--- src/rtl/tcpr_pkg.sv ---
// ----------------------------------------------------------------------------
// tcpr_pkg
// Shared constants, codes and controller/datapath interface types for the
// text console page renderer.
// ----------------------------------------------------------------------------
package tcpr_pkg;

  localparam int COLUMNS       = 128;
  localparam int LINES         = 8;
  localparam int GLYPH_COLUMNS = 5;
  localparam int FIRST_CODE    = 32;
  localparam int LAST_CODE     = 126;

  localparam int CELL_WIDTH    = GLYPH_COLUMNS + 1;
  localparam int FRAME_SIZE    = COLUMNS * LINES;
  localparam int GLYPH_COUNT   = LAST_CODE - FIRST_CODE + 1;
  localparam int GLYPH_SIZE    = GLYPH_COUNT * GLYPH_COLUMNS;
  localparam int TAB_CELLS     = 4;
  localparam int FALLBACK_CODE = 63;
  localparam int SPACE_CODE    = 32;

  localparam int FB_AW  = $clog2(FRAME_SIZE);
  localparam int GL_AW  = $clog2(GLYPH_SIZE);
  localparam int COL_W  = 7;
  localparam int LINE_W = 3;
  localparam int GC_W   = $clog2(CELL_WIDTH + 1);
  localparam int TAB_W  = $clog2(TAB_CELLS + 1);
  localparam int RECIP  = (256 + CELL_WIDTH - 1) / CELL_WIDTH;

  localparam logic [1:0] ACT_FONT  = 2'd0;
  localparam logic [1:0] ACT_CLEAR = 2'd1;
  localparam logic [1:0] ACT_CHAR  = 2'd2;
  localparam logic [1:0] ACT_READ  = 2'd3;

  localparam logic [7:0] CH_BS  = 8'd8;
  localparam logic [7:0] CH_TAB = 8'd9;
  localparam logic [7:0] CH_NL  = 8'd10;
  localparam logic [7:0] CH_CR  = 8'd13;

  typedef enum logic [3:0] {
    S_INIT, S_IDLE, S_DEC, S_CLEAR, S_BS, S_GL_CHK, S_GL_RD, S_GL_WR,
    S_SC_RD, S_SC_WR, S_SC_ZERO, S_RESP
  } state_t;

  typedef struct packed {
    logic latch;
    logic font_wr;
    logic rd_item;
    logic rd_scroll;
    logic glyph_rd;
    logic wr_zero_cnt;
    logic wr_scroll;
    logic wr_glyph;
    logic wr_bs;
    logic cnt_clr;
    logic cnt_inc;
    logic gc_clr;
    logic gc_inc;
    logic home;
    logic newline_step;
    logic col_zero;
    logic advance;
    logic bs_back;
    logic tab_init;
    logic load_out;
  } cmd_t;

  typedef struct packed {
    logic [1:0] act;
    logic       is_nl;
    logic       is_cr;
    logic       is_bs;
    logic       bs_ok;
    logic       cnt_last;
    logic       cnt_scroll_end;
    logic       wrap;
    logic       last_line;
    logic       gc_last;
    logic       tab_last;
    logic       out_free;
  } sts_t;

endpackage

--- src/rtl/tcpr_ctrl.sv ---
// ----------------------------------------------------------------------------
// tcpr_ctrl
// Sequencer: decodes each item and steps the datapath through font load,
// clear, read, glyph draw, backspace and scroll sequences.
// ----------------------------------------------------------------------------
module tcpr_ctrl (
  input  logic          clk,
  input  logic          rst_n,
  input  logic          in_valid,
  output logic          in_ready,
  input  tcpr_pkg::sts_t sts,
  output tcpr_pkg::cmd_t cmd
);
  import tcpr_pkg::*;

  state_t state_r, state_nxt;
  logic   draw_pend_r, draw_pend_nxt;

  always_ff @(posedge clk) begin
    if (!rst_n) begin
      state_r     <= S_INIT;
      draw_pend_r <= 1'b0;
    end else begin
      state_r     <= state_nxt;
      draw_pend_r <= draw_pend_nxt;
    end
  end

  always_comb begin
    state_nxt     = state_r;
    draw_pend_nxt = draw_pend_r;
    cmd           = '0;
    in_ready      = 1'b0;
    case (state_r)
      S_INIT: begin
        cmd.wr_zero_cnt = 1'b1;
        cmd.cnt_inc     = 1'b1;
        if (sts.cnt_last) state_nxt = S_IDLE;
      end
      S_IDLE: begin
        in_ready = 1'b1;
        if (in_valid) begin
          cmd.latch  = 1'b1;
          cmd.cnt_clr = 1'b1;
          cmd.gc_clr = 1'b1;
          state_nxt  = S_DEC;
        end
      end
      S_DEC: begin
        case (sts.act)
          ACT_FONT: begin
            cmd.font_wr = 1'b1;
            state_nxt   = S_RESP;
          end
          ACT_CLEAR: begin
            cmd.home  = 1'b1;
            state_nxt = S_CLEAR;
          end
          ACT_CHAR: begin
            if (sts.is_nl) begin
              if (sts.last_line) begin
                cmd.col_zero  = 1'b1;
                draw_pend_nxt = 1'b0;
                state_nxt     = S_SC_RD;
              end else begin
                cmd.newline_step = 1'b1;
                state_nxt        = S_RESP;
              end
            end else if (sts.is_cr) begin
              cmd.col_zero = 1'b1;
              state_nxt    = S_RESP;
            end else if (sts.is_bs) begin
              if (sts.bs_ok) begin
                cmd.bs_back = 1'b1;
                state_nxt   = S_BS;
              end else begin
                state_nxt = S_RESP;
              end
            end else begin
              cmd.tab_init = 1'b1;
              state_nxt    = S_GL_CHK;
            end
          end
          default: begin
            cmd.rd_item = 1'b1;
            state_nxt   = S_RESP;
          end
        endcase
      end
      S_CLEAR: begin
        cmd.wr_zero_cnt = 1'b1;
        cmd.cnt_inc     = 1'b1;
        if (sts.cnt_last) state_nxt = S_RESP;
      end
      S_BS: begin
        cmd.wr_bs  = 1'b1;
        cmd.gc_inc = 1'b1;
        if (sts.gc_last) state_nxt = S_RESP;
      end
      S_GL_CHK: begin
        cmd.gc_clr  = 1'b1;
        cmd.cnt_clr = 1'b1;
        state_nxt   = S_GL_RD;
        if (sts.wrap) begin
          if (sts.last_line) begin
            cmd.col_zero  = 1'b1;
            draw_pend_nxt = 1'b1;
            state_nxt     = S_SC_RD;
          end else begin
            cmd.newline_step = 1'b1;
          end
        end
      end
      S_GL_RD: begin
        cmd.glyph_rd = 1'b1;
        state_nxt    = S_GL_WR;
      end
      S_GL_WR: begin
        cmd.wr_glyph = 1'b1;
        cmd.gc_inc   = 1'b1;
        if (sts.gc_last) begin
          cmd.advance = 1'b1;
          state_nxt   = sts.tab_last ? S_RESP : S_GL_CHK;
        end else begin
          state_nxt = S_GL_RD;
        end
      end
      S_SC_RD: begin
        cmd.rd_scroll = 1'b1;
        state_nxt     = S_SC_WR;
      end
      S_SC_WR: begin
        cmd.wr_scroll = 1'b1;
        cmd.cnt_inc   = 1'b1;
        state_nxt     = sts.cnt_scroll_end ? S_SC_ZERO : S_SC_RD;
      end
      S_SC_ZERO: begin
        cmd.wr_zero_cnt = 1'b1;
        cmd.cnt_inc     = 1'b1;
        if (sts.cnt_last) state_nxt = draw_pend_r ? S_GL_RD : S_RESP;
      end
      S_RESP: begin
        if (sts.out_free) begin
          cmd.load_out = 1'b1;
          state_nxt    = S_IDLE;
        end
      end
      default: state_nxt = S_IDLE;
    endcase
  end

endmodule

--- config.mk ---
export PLATFORM = sky130hd
export DESIGN_NAME = tcpr_ctrl
export DESIGN_NICKNAME = d
export VERILOG_FILES = /design/src/rtl/tcpr_pkg.sv /design/src/rtl/tcpr_ctrl.sv
export SDC_FILE = /design/constraint.sdc
export NUM_CORES = 1
export LEC_CHECK = 0
export BUFFER_PORTS_ARGS = -buffer_cell sky130_fd_sc_hd__buf_2
export CAP_MARGIN = 20
export CORE_AREA = 2 2 42 63
export CTS_CLUSTER_SIZE = 14
export DETAILED_ROUTE_END_ITERATION = 10
export DIE_AREA = 0 0 44 65
export PLACE_DENSITY = 0.74
export SYNTH_ARGS = -nofsm -noshare
export SYNTH_HDL_FRONTEND = slang
export SYNTH_SLANG_ARGS = --single-unit
--- constraint.sdc ---
create_clock -name clk -period 1.89 [get_ports clk]
set_input_delay 0.2835 -clock clk [delete_from_list [all_inputs] [get_ports clk]]
set_output_delay 0.2835 -clock clk [all_outputs]
set_load 0.02 [all_outputs]
# == Word level (Yosys, flattened, before mapping) ==
# Cells that the tools add are included.
# word_totals
regBits,5
out_inout_bits,21
word_cells,96
# classes
eq_ne,24
n_mux,61
n_reduce_logical,9
# op_table
operator,n
4-bit two-way mux,15
4-bit one-hot mux with 12 select lines,1
1-bit two-way mux,32
2-bit != test (second input constant),10
2-bit two-way mux,9
4-bit by 3-bit == test with 1-bit output (second input constant),4
4-bit == test (second input constant),4
6-bit AND reduction,2
4-bit by 2-bit == test with 1-bit output (second input constant),2
4-bit one-hot mux with 2 select lines,1
3-bit OR reduction,2
4-bit by 1-bit == test with 1-bit output (second input constant),1
4-bit zero test,1
1-bit one-hot mux with 2 select lines,2
2-bit one-hot mux with 2 select lines,1
4-bit OR reduction,1
2-bit by 1-bit == test with 1-bit output (second input constant),1
2-bit == test (second input constant),1
2-bit zero test,1
2-bit by 1-bit != test with 1-bit output (second input constant),1
2-bit nonzero test,1
2-bit OR reduction,1

# == Depth between registers and ports, before layout ==
# Gate-level depths: netlist of run 1.
# logic_depth
ltp_word,6
depth_mapped,7

# == Worst setup path after synthesis of run 1 ==
# Ideal clock, no wire load.
# synth_timing
path_type,flip-flop to flip-flop
startpoint,register state_r[3]
endpoint,register state_r[0]
arrival_time_ns,1.909
t_required_ns,1.771
slack_ns,-0.138
stages_incl_launch_ff,6
n_path_buf,1
path_cell_list,dfxtp_1 -> buf_6 -> nor4b_1 -> and2_2 -> nor3_1 -> o221a_1
# synth_via
elab_chain_cells,3
elab_cells_between_ends,20
# synth_lines
element,line_no,rtl
start: declaration,tcpr_ctrl.sv:16,"state_t state_r, state_nxt;"
start signal: assignment,tcpr_ctrl.sv:24,state_r <= state_nxt;
4-bit by 2-bit == test with 1-bit output (tied with other cells),tcpr_ctrl.sv:34,case (state_r)
2-bit != test (no line),--,
6-bit AND reduction (no line),--,
# Parallel ways exist; a longest one is shown, timed or not.
# A chain may end at the register's enable or synchronous reset.

==> run metrics, run 1 <==
area delta synth->final=32.45%; post-route clock period utilization=96.07%; Core Footprint=2367 um^2; crit path capture type=output pin; setup slack, reg-to-reg=0.15 ns; WL met2=1293 um; Final ANT Viol Nets=0; WP data arrival=1.53 ns; final hold viol count=0; post-synth net total=142; first-pass GRT wire length=4043 um; main flop type after synthesis=dfxtp_1; pin count of the biggest net entering global routing=15; setup violators final=0; Worst Clk Skew=0.004264 ns; Iter 0 DRT Violations=9; flops & latches, synth=5; Yosys cell types=49; GP Congestion=0.9256; pins over their slew limit=0; TritonRoute pass-1 iters=4; All-Layer GR Usage=18.39%; DP Area=1141 um^2; highest metal used=met4; Mapped Avg Cell Area=7.333 um^2; Final HPWL DP=1987 um; Yosys top cell by area=dfxtp_1; Critical Path RT=1.61 ns; design area=1185 um^2; worst-case clock buffer depth=2; most frequent cells after synthesis=nand2_1 (10), nor2_1 (10), inv_1 (7), o21ai_0 (7); Reg clk slew, reported paths=0.05 ns; fin cells=189; TritonCTS Buffers=3; RSZ-0062 raised after global routing=yes; DR WL/cell=12.74 um; post-CTS setup buffers=0; clk root buf=clkbuf_4; ranking of synthesized cells by area=dfxtp_1 (11%), ha_1 (5.6%), nand2_1 (4.2%); Post-synth EDFFs=0; min-delay worst type=input port to flip-flop; total number of vias=1037; grt total ovfl=0; async set-or-reset flop fraction in the synthesized netlist=0%; DIE AREA=2860 um^2; CTS tree=yes; Final nets=186; CTS HTree Levels=1; # IOs=37; # diodes=0; pwr/cell area=840.0 nW/um^2; Max Cap Viol=0; Final Core Density=50.05%; M1 WL=950 um; slew of the pin with the lowest slew margin=0.3820 ns; CTS Sinks=5; Worst-Skew Late Latency=0.25 ns; Max IR drop VDD=318.2 uV; starting density of the core=37.79%; share of layout cells above drive strength 1=41.21%; worst slew margin relative to its limit=73.88%; Synth Instances=122; CP max FO=9; initial antenna violation count=0; status=complete, no violations; setup_tns=0 ns; Port-buffer cells=36; Via density=5.487; DIE HEIGHT=65 um; leak pwr=0.6028 nW; register area share after synthesis=11.19%; Post-Synthesis Cell Area=894.6 um^2; crit start category=flip-flop; Fmax achieved=550.8 MHz; critical path type=flip-flop to output pin; DR DRC count=0; post-synth top area share=11.19%; die width=44 um; post-layout minimum cycle time=1.816 ns; vias in the first global route=999; met3 WL post-DR=116 um; row cnt=22; Ys Warns=0; Routed WL=2407 um; placed cells=185
[final timing paths]
path / start / end / cells after the start
worst max register to register: state_r[3] / state_r[3] / 6
worst min register to register: state_r[3] / state_r[3] / 2
worst min-delay path: rst_n / state_r[0] / 2
worst max-delay path: state_r[2] / cmd[4] / 5
[kinds of logic (layout without fill, tap and decap cells)]
kind of cell	count (synthesis)	in the layout	synth area share, %
and+or+nand+nor	59	59	38.88
AOI/OAI and AO/OA	35	35	30.91
buffers and inverters	16	59	10.21
DFF	5	5	11.19
adders and majority gates	4	4	5.595
muxes	2	2	2.238
xor gates and xnor gates	1	1	0.9792
[critical path, cell delays in order, from the launching register on]
cell and delay [ns]:
dfxtp_2 0.37, nor4b_4 0.31, and2_4 0.21, a21oi_1 0.08, o21ai_0 0.14, buf_2 0.18
[metrics by stage]
step | hold slack, ns | setup slack [ns] | power, W
2_1_floorplan | 0.3921 | 0.04173 | 0.0006881
3_3_place_gp | 0.5729 | 0.07323 | 0.0008445
3_5_place_dp | 0.5728 | 0.04846 | 0.0008540
4_1_cts | 0.3102 | 0.02038 | 0.0009951
5_1_grt | 0.3214 | -0.03238 | 0.001089
6_report | 0.3161 | 0.07435 | 0.0009954
[placed cells by master, fill, tap and decap left out, types with 3 or more instances in the layout]
master    count
buf_2        36
buf_4        12
nand2_1      10
nor2_1        9
inv_1         7
o21ai_0       7
a21oi_1       6
nand2b_1      5
nor3_1        5
nor2b_1       5
ha_1          4
and3_1        3
nand3b_1      3
and2_1        3
clkbuf_4      3
[power breakdown]
part | internal (W) | switching (W) | total (W)
registers | 0.000131 | 0.0000569 | 0.000188
clock network | 0.0000800 | 0.0000468 | 0.000127
logic | 0.000323 | 0.000358 | 0.000681
[flip-flops by register name, summed over array words and instances (netlist names)]
signal       flops
state_r          4
draw_pend_r      1
[area by class of cell]
cell class              count  area [um^2]
fillers                   245         1182
multi-input cells         101        721.9
repair buffers             48        270.3
flip-flops and latches      5        110.1
well taps                  24        30.03
clock buffers               4        26.28
inverters                   7        26.28
[per-layer routing]
layer / up-vias / track usage (%)
li1: 528 / -
met1: 470 / 19.73
met2: 33 / 32.90
met3: 6 / 3.900
met4: 0 / 8.333
met5: - / 0
[timing repair]
action	CTS	global route
setup endpoints to repair	10	3
hold buffers	0	0
gates resized for setup	6	3
Power figures use the tool's default switching activity.
==> run 2, diff against run 1 <==
Settings changed: PLACE_DENSITY 0.74 to 0.76.
==> run metrics, run 2 (synthesized netlist as in run 1, its figures left out) <==
status=complete, no violations; Slowest-stage cell, CP=dfxtp_4; CP Cell Sequence=nor4b_4, and2_4, buf_4, nand2_1, nor2_1, buf_4; Critical Path RT=1.61 ns (about the same); leak pwr=0.6121 nW (+1.5%); # diodes=0 (unchanged); min-delay worst type=input port to flip-flop; TritonRoute pass-1 iters=4 (unchanged); top flop regs=state_r (4), draw_pend_r (1); CTS HTree Levels=1 (unchanged); slew of the pin with the lowest slew margin=0.3599 ns (-0.02207 ns); setup violators final=0 (unchanged); Routed WL=2582 um (+7.3%); Final ANT Viol Nets=0 (unchanged); Top reg by flops=state_r; critical path type=flip-flop to output pin; Final nets=188 (+1.1%); total number of vias=1059 (+2.1%); WP data arrival=1.56 ns (+0.03 ns); Reg clk slew, reported paths=0.04 ns (about the same); Worst Clk Skew=0.0002077 ns (-0.004056 ns); worst-case clock buffer depth=2 (unchanged); final hold viol count=0 (unchanged); Int Pwr=0.0005367 W (+0.55%); Core Footprint=2367 um^2 (unchanged); GP Congestion=0.8734 (-5.6%); DR WL/cell=13.52 um (+6.1%); share of layout cells above drive strength 1=41.32% (+0.11 points); worst slew margin relative to its limit=75.39% (+1.5 points); pins over their slew limit=0 (unchanged); Fmax achieved=541.7 MHz (-1.7%); area delta synth->final=34.97%; hold_ws=0.3383 ns (+0.02214 ns); power share of the combinational group=67.6% (-0.8 points); Largest stage delay, worst path=0.40 ns (+0.03 ns); grt total ovfl=0 (unchanged); first-pass GRT wire length=4036 um (-0.17%); starting density of the core=37.79% (unchanged); most frequent cells in the layout=buf_2 (33), buf_4 (17), nand2_1 (10); fin cells=191 (+1.1%); Port-buffer cells=36 (unchanged); # IOs=37 (unchanged); Buf+Inv Stages, Crit Path=2 (+1); Via density=5.545 (+1.1%); TritonCTS Buffers=3 (unchanged); crit start category=flip-flop; max FFs per register=4 (unchanged); initial antenna violation count=0 (unchanged); power share of the clock group=12.5% (-0.2 points); Final HPWL DP=2133 um (+7.3%); pwr/cell area=831.5 nW/um^2 (-1.0%); vias in the first global route=982 (-1.7%); row cnt=22 (unchanged); NetSw=0.0004673 W (+1.2%); All-Layer GR Usage=17.61% (-0.79 points); CTS tree=yes; Total Power=0.001004 W (+0.87%); switching share of power=46.54% (+0.17 points); Max Cap Viol=0 (unchanged); CP max FO=16 (+7); DIE HEIGHT=65 um (unchanged); post-layout minimum cycle time=1.846 ns (+0.03056 ns); Critical Path Most Common Cell=buf_4; pin count of the biggest net entering global routing=17 (+2); CP top delay family=simple AND/OR/NAND/NOR gates; Reg power frac=19.9% (+1.0 points); DIE AREA=2860 um^2 (unchanged); commonest non-fill, non-tap cell in the layout=buf_2; post-route clock period utilization=97.68% (+1.6 points); DR DRC count=0 (unchanged); Max IR drop VDD=477.9 uV (+50%); placed cells=186 (+0.54%); crit path capture type=output pin; Worst-Skew Late Latency=0.24 ns (about the same); CTS Sinks=5 (unchanged); Iter 0 DRT Violations=20 (+11); die width=44 um (unchanged); clk root buf=clkbuf_4
## run 2: power groups by stage
stage | Clock (W) | Sequential (W) | Combinational (W)
finish | 0.000125 | 0.000200 | 0.000679
global route | 0.000129 | 0.000207 | 0.000737
CTS | 0.000124 | 0.000195 | 0.000675
detailed placement | 0 | 0.000192 | 0.000671
global placement | 0 | 0.000188 | 0.000652
floorplan | 0 | 0.000140 | 0.000548
## run 2: metrics by stage
step / util, % / instance area (um^2) / TNS (ns) / setup slack, ns
2_1_floorplan: - / 905.9 / 0 / 0.04173
3_3_place_gp: 48.52 / 1149 / 0 / 0.1004
3_5_place_dp: 48.52 / 1149 / 0 / 0.003484
4_1_cts: 49.95 / 1182 / 0 / 0.03321
5_1_grt: 51.00 / 1207 / -0.04434 / -0.03024
6_report: 51.00 / 1207 / 0 / 0.04380
## run 2: metal layers
layer | part of all wire, % | global-route usage [%] | up-vias
met5 | 0 | 0 | -
met2 | 54 | 34.38 | 39
li1 | - | - | 536
met3 | 4.8 | 0.2786 | 8
met1 | 39 | 19.19 | 476
met4 | 2.2 | 6.061 | 0
## run 2: cell type report
| cell class | count | area (um^2) |
|---|---|---|
| repair buffers | 50 | 292.8 |
| multi-input cells | 101 | 719.4 |
| flip-flops and latches | 5 | 112.6 |
| inverters | 7 | 26.28 |
| well taps | 24 | 30.03 |
| fillers | 237 | 1160 |
| clock buffers | 4 | 26.28 |
## run 2: repair_timing
action / 4_1_cts / 5_1_grt
endpoints found under the setup margin: 12 / 3
buffers inserted: 0 / 1
resized for setup: 5 / 8
hold buffers: 0 / 0
pin swaps: 0 / 3
## run 2: final timing paths
| kind | slack, ns | to | from | cells after the start |
|---|---|---|---|---|
| hold / removal | 0.34 | state_r[0] | rst_n | 2 |
| setup / recovery | 0.04 | cmd[1] | state_r[0] | 6 |
| setup reg to reg | 0.17 | state_r[3] | state_r[1] | 6 |
| hold reg to reg | 0.56 | state_r[1] | state_r[1] | 2 |
==> run 3, diff against run 2 <==
Settings changed: CELL_PAD_IN_SITES_DETAIL_PLACEMENT from default to 0, CELL_PAD_IN_SITES_GLOBAL_PLACEMENT from default to 2, CORE_AREA 2 2 42 63 to 2 2 52 79, DIE_AREA 0 0 44 65 to 0 0 54 81, PLACE_DENSITY 0.76 to 0.87, TNS_END_PERCENT from default to 100.
==> run metrics, run 3 (synthesized netlist as in run 1, its figures left out) <==
Port-buffer cells=36 (unchanged); Int Pwr=0.0006153 W (+15%); TritonRoute pass-1 iters=4 (unchanged); CTS HTree Levels=1 (unchanged); CP Cell Sequence=buf_4, nand2_1, nor2_1, or2_2, buf_2; Hold-fix buffers, CTS=0 (unchanged); DR WL/cell=12.91 um (-4.5%); min-delay worst type=input port to flip-flop; NetSw=0.0004820 W (+3.2%); Reg power frac=17.4% (-2.5 points); setup violators final=0 (unchanged); All-Layer GR Usage=12.61% (-5.0 points); commonest non-fill, non-tap cell in the layout=buf_2; row cnt=28 (+27%); Via density=4.867 (-12%); most frequent cells in the layout=buf_2 (35), buf_4 (14), nand2_1 (10), nor2_1 (10), inv_1 (7); hold depth=3 (+1); Core Footprint=3784 um^2 (+60%); GR peak layer=met2; met1 usage=14.57% (-4.6 points); CP max FO=10 (-6); area delta synth->final=38.32%; pwr/cell area=886.8 nW/um^2 (+6.6%); TritonCTS Buffers=3 (unchanged); final worst slack=0.1067 ns (+0.06289 ns); die width=54 um (+23%); Critical Path RT=1.61 ns (about the same); Top reg by flops=state_r; CTS Sinks=5 (unchanged); crit start category=flip-flop; Max IR drop VDD=246.4 uV (-48%); pin count of the biggest net entering global routing=17 (unchanged); Final ANT Viol Nets=0 (unchanged); met3 usage=0.9191% (+0.64 points); initial antenna violation count=0 (unchanged); Fmax achieved=560.8 MHz (+3.5%); crit path capture type=output pin; grt total ovfl=0 (unchanged); worst-case clock buffer depth=2 (unchanged); Worst Clk Skew=0.00006907 ns (-0.0001387 ns); Worst path depth=5 (-1); Worst-Skew Late Latency=0.22 ns (-0.02 ns); met2 Use GR=23.05% (-11 points); DIE HEIGHT=81 um (+25%); pins over their slew limit=0 (unchanged); fillcell total=443 (+87%); Final Core Density=32.71% (-18 points); post-layout minimum cycle time=1.783 ns (-0.06289 ns); starting density of the core=23.64% (-14 points); share of layout cells above drive strength 1=39.76% (-1.6 points); Largest stage delay, worst path=0.40 ns (about the same); switching share of power=43.93% (-2.6 points); vias in the first global route=942 (-4.1%); final hold viol count=0 (unchanged); Max Cap Viol=0 (unchanged); top flop regs=state_r (4), draw_pend_r (1); status=complete, no violations; CTS tree=yes; leak pwr=0.6142 nW (+0.35%); Slowest-stage cell, CP=dfxtp_4; pre-CTS setup slack=-0.09733 ns (-0.1008 ns); max FFs per register=4 (unchanged); first-pass GRT wire length=4202 um (+4.1%); Routed WL=2724 um (+5.5%); RSZ-0062 raised after global routing=yes; worst slew margin relative to its limit=66.74% (-8.6 points); Buf+Inv Stages, Crit Path=2 (unchanged); power share of the combinational group=64.6% (-3.0 points); slew of the pin with the lowest slew margin=0.4976 ns (+0.1377 ns); clk root buf=clkbuf_8; GP Congestion=0.9159 (+4.9%); Final HPWL DP=2193 um (+2.8%); # diodes=0 (unchanged); CP top delay family=simple AND/OR/NAND/NOR gates; WP data arrival=1.50 ns (-0.06 ns); DR DRC count=0 (unchanged); reg2reg path depth=5 (-1); critical path type=flip-flop to output pin; # IOs=37 (unchanged); total number of vias=1027 (-3.0%); Reg clk slew, reported paths=0.04 ns (about the same); post-route clock period utilization=94.36% (-3.3 points); DIE AREA=4374 um^2 (+53%); power share of the clock group=18.0% (+5.5 points); Iter 0 DRT Violations=19 (-5.0%); Final nets=187 (-0.53%)
## run 3: changes by cell type in the layout (fill, tap and decap cells not counted)
cell	change
dfxtp_2	-1
clkbuf_8	+3
nor2_1	+1
clkbuf_4	-3
nor2_2	-1
dfxtp_1	+1
buf_4	-3
a2111oi_0	-1
buf_2	+2
a2111oi_1	+1
## run 3: layer usage
metal	vias to the layer above	share of wire, %
met2	30	54
li1	525	-
met3	2	4.6
met1	470	41
met5	-	0
met4	0	0.81
## run 3: metrics by stage
| stage | instances | power (W) | area, um^2 | hold WS, ns | TNS, ns |
|---|---|---|---|---|---|
| after CTS | 210 | 0.001098 | 1219 | 0.3428 | 0 |
| after global placement | 206 | 0.0008764 | 1167 | 0.5766 | -0.4010 |
| after global routing | 211 | 0.001177 | 1237 | 0.3717 | -0.004064 |
| after detailed placement | 206 | 0.0008873 | 1167 | 0.5682 | -0.1947 |
| final | 211 | 0.001097 | 1237 | 0.3526 | 0 |
| after floorplan | 122 | 0.0006881 | 905.9 | 0.3921 | 0 |
## run 3: repair_timing
item	in CTS	in global routing
gates resized for setup	4	6
pin swaps	0	2
endpoints found under the setup margin	14	4
setup buffers	0	1
## run 3: path summary, 6_finish.rpt
path,from,endpoint,slack [ns]
max reg2reg,state_r[1],state_r[0],0.12
max,state_r[2],cmd[7],0.11
min,rst_n,state_r[2],0.35
min reg2reg,state_r[0],state_r[0],0.68
## run 3: layout make-up
| type | count | area (um^2) | area share (%) |
|---|---|---|---|
| clock buffers | 4 | 45.04 | 3.640 |
| inverters | 7 | 26.28 | 2.123 |
| multi-input cells | 101 | 718.2 | 58.04 |
| flip-flops and latches | 5 | 111.4 | 8.999 |
| well taps | 45 | 56.30 | 4.550 |
| repair buffers | 49 | 280.3 | 22.65 |
## run 3: worst reg2reg max path: stages, from the launching register on
cell and delay (ns):
dfxtp_1 0.36, buf_4 0.21, o21ba_2 0.19, a2111oi_1 0.50, nor3_1 0.14, o221a_1 0.26
## run 3: power groups by stage
stage                     logic [W]  registers [W]  clock network [W]
after global placement     0.000694       0.000182                  0
final                      0.000709       0.000191           0.000198
after floorplan            0.000548       0.000140                  0
after detailed placement   0.000703       0.000185                  0
after global routing       0.000772       0.000197           0.000208
after CTS                  0.000708       0.000188           0.000202
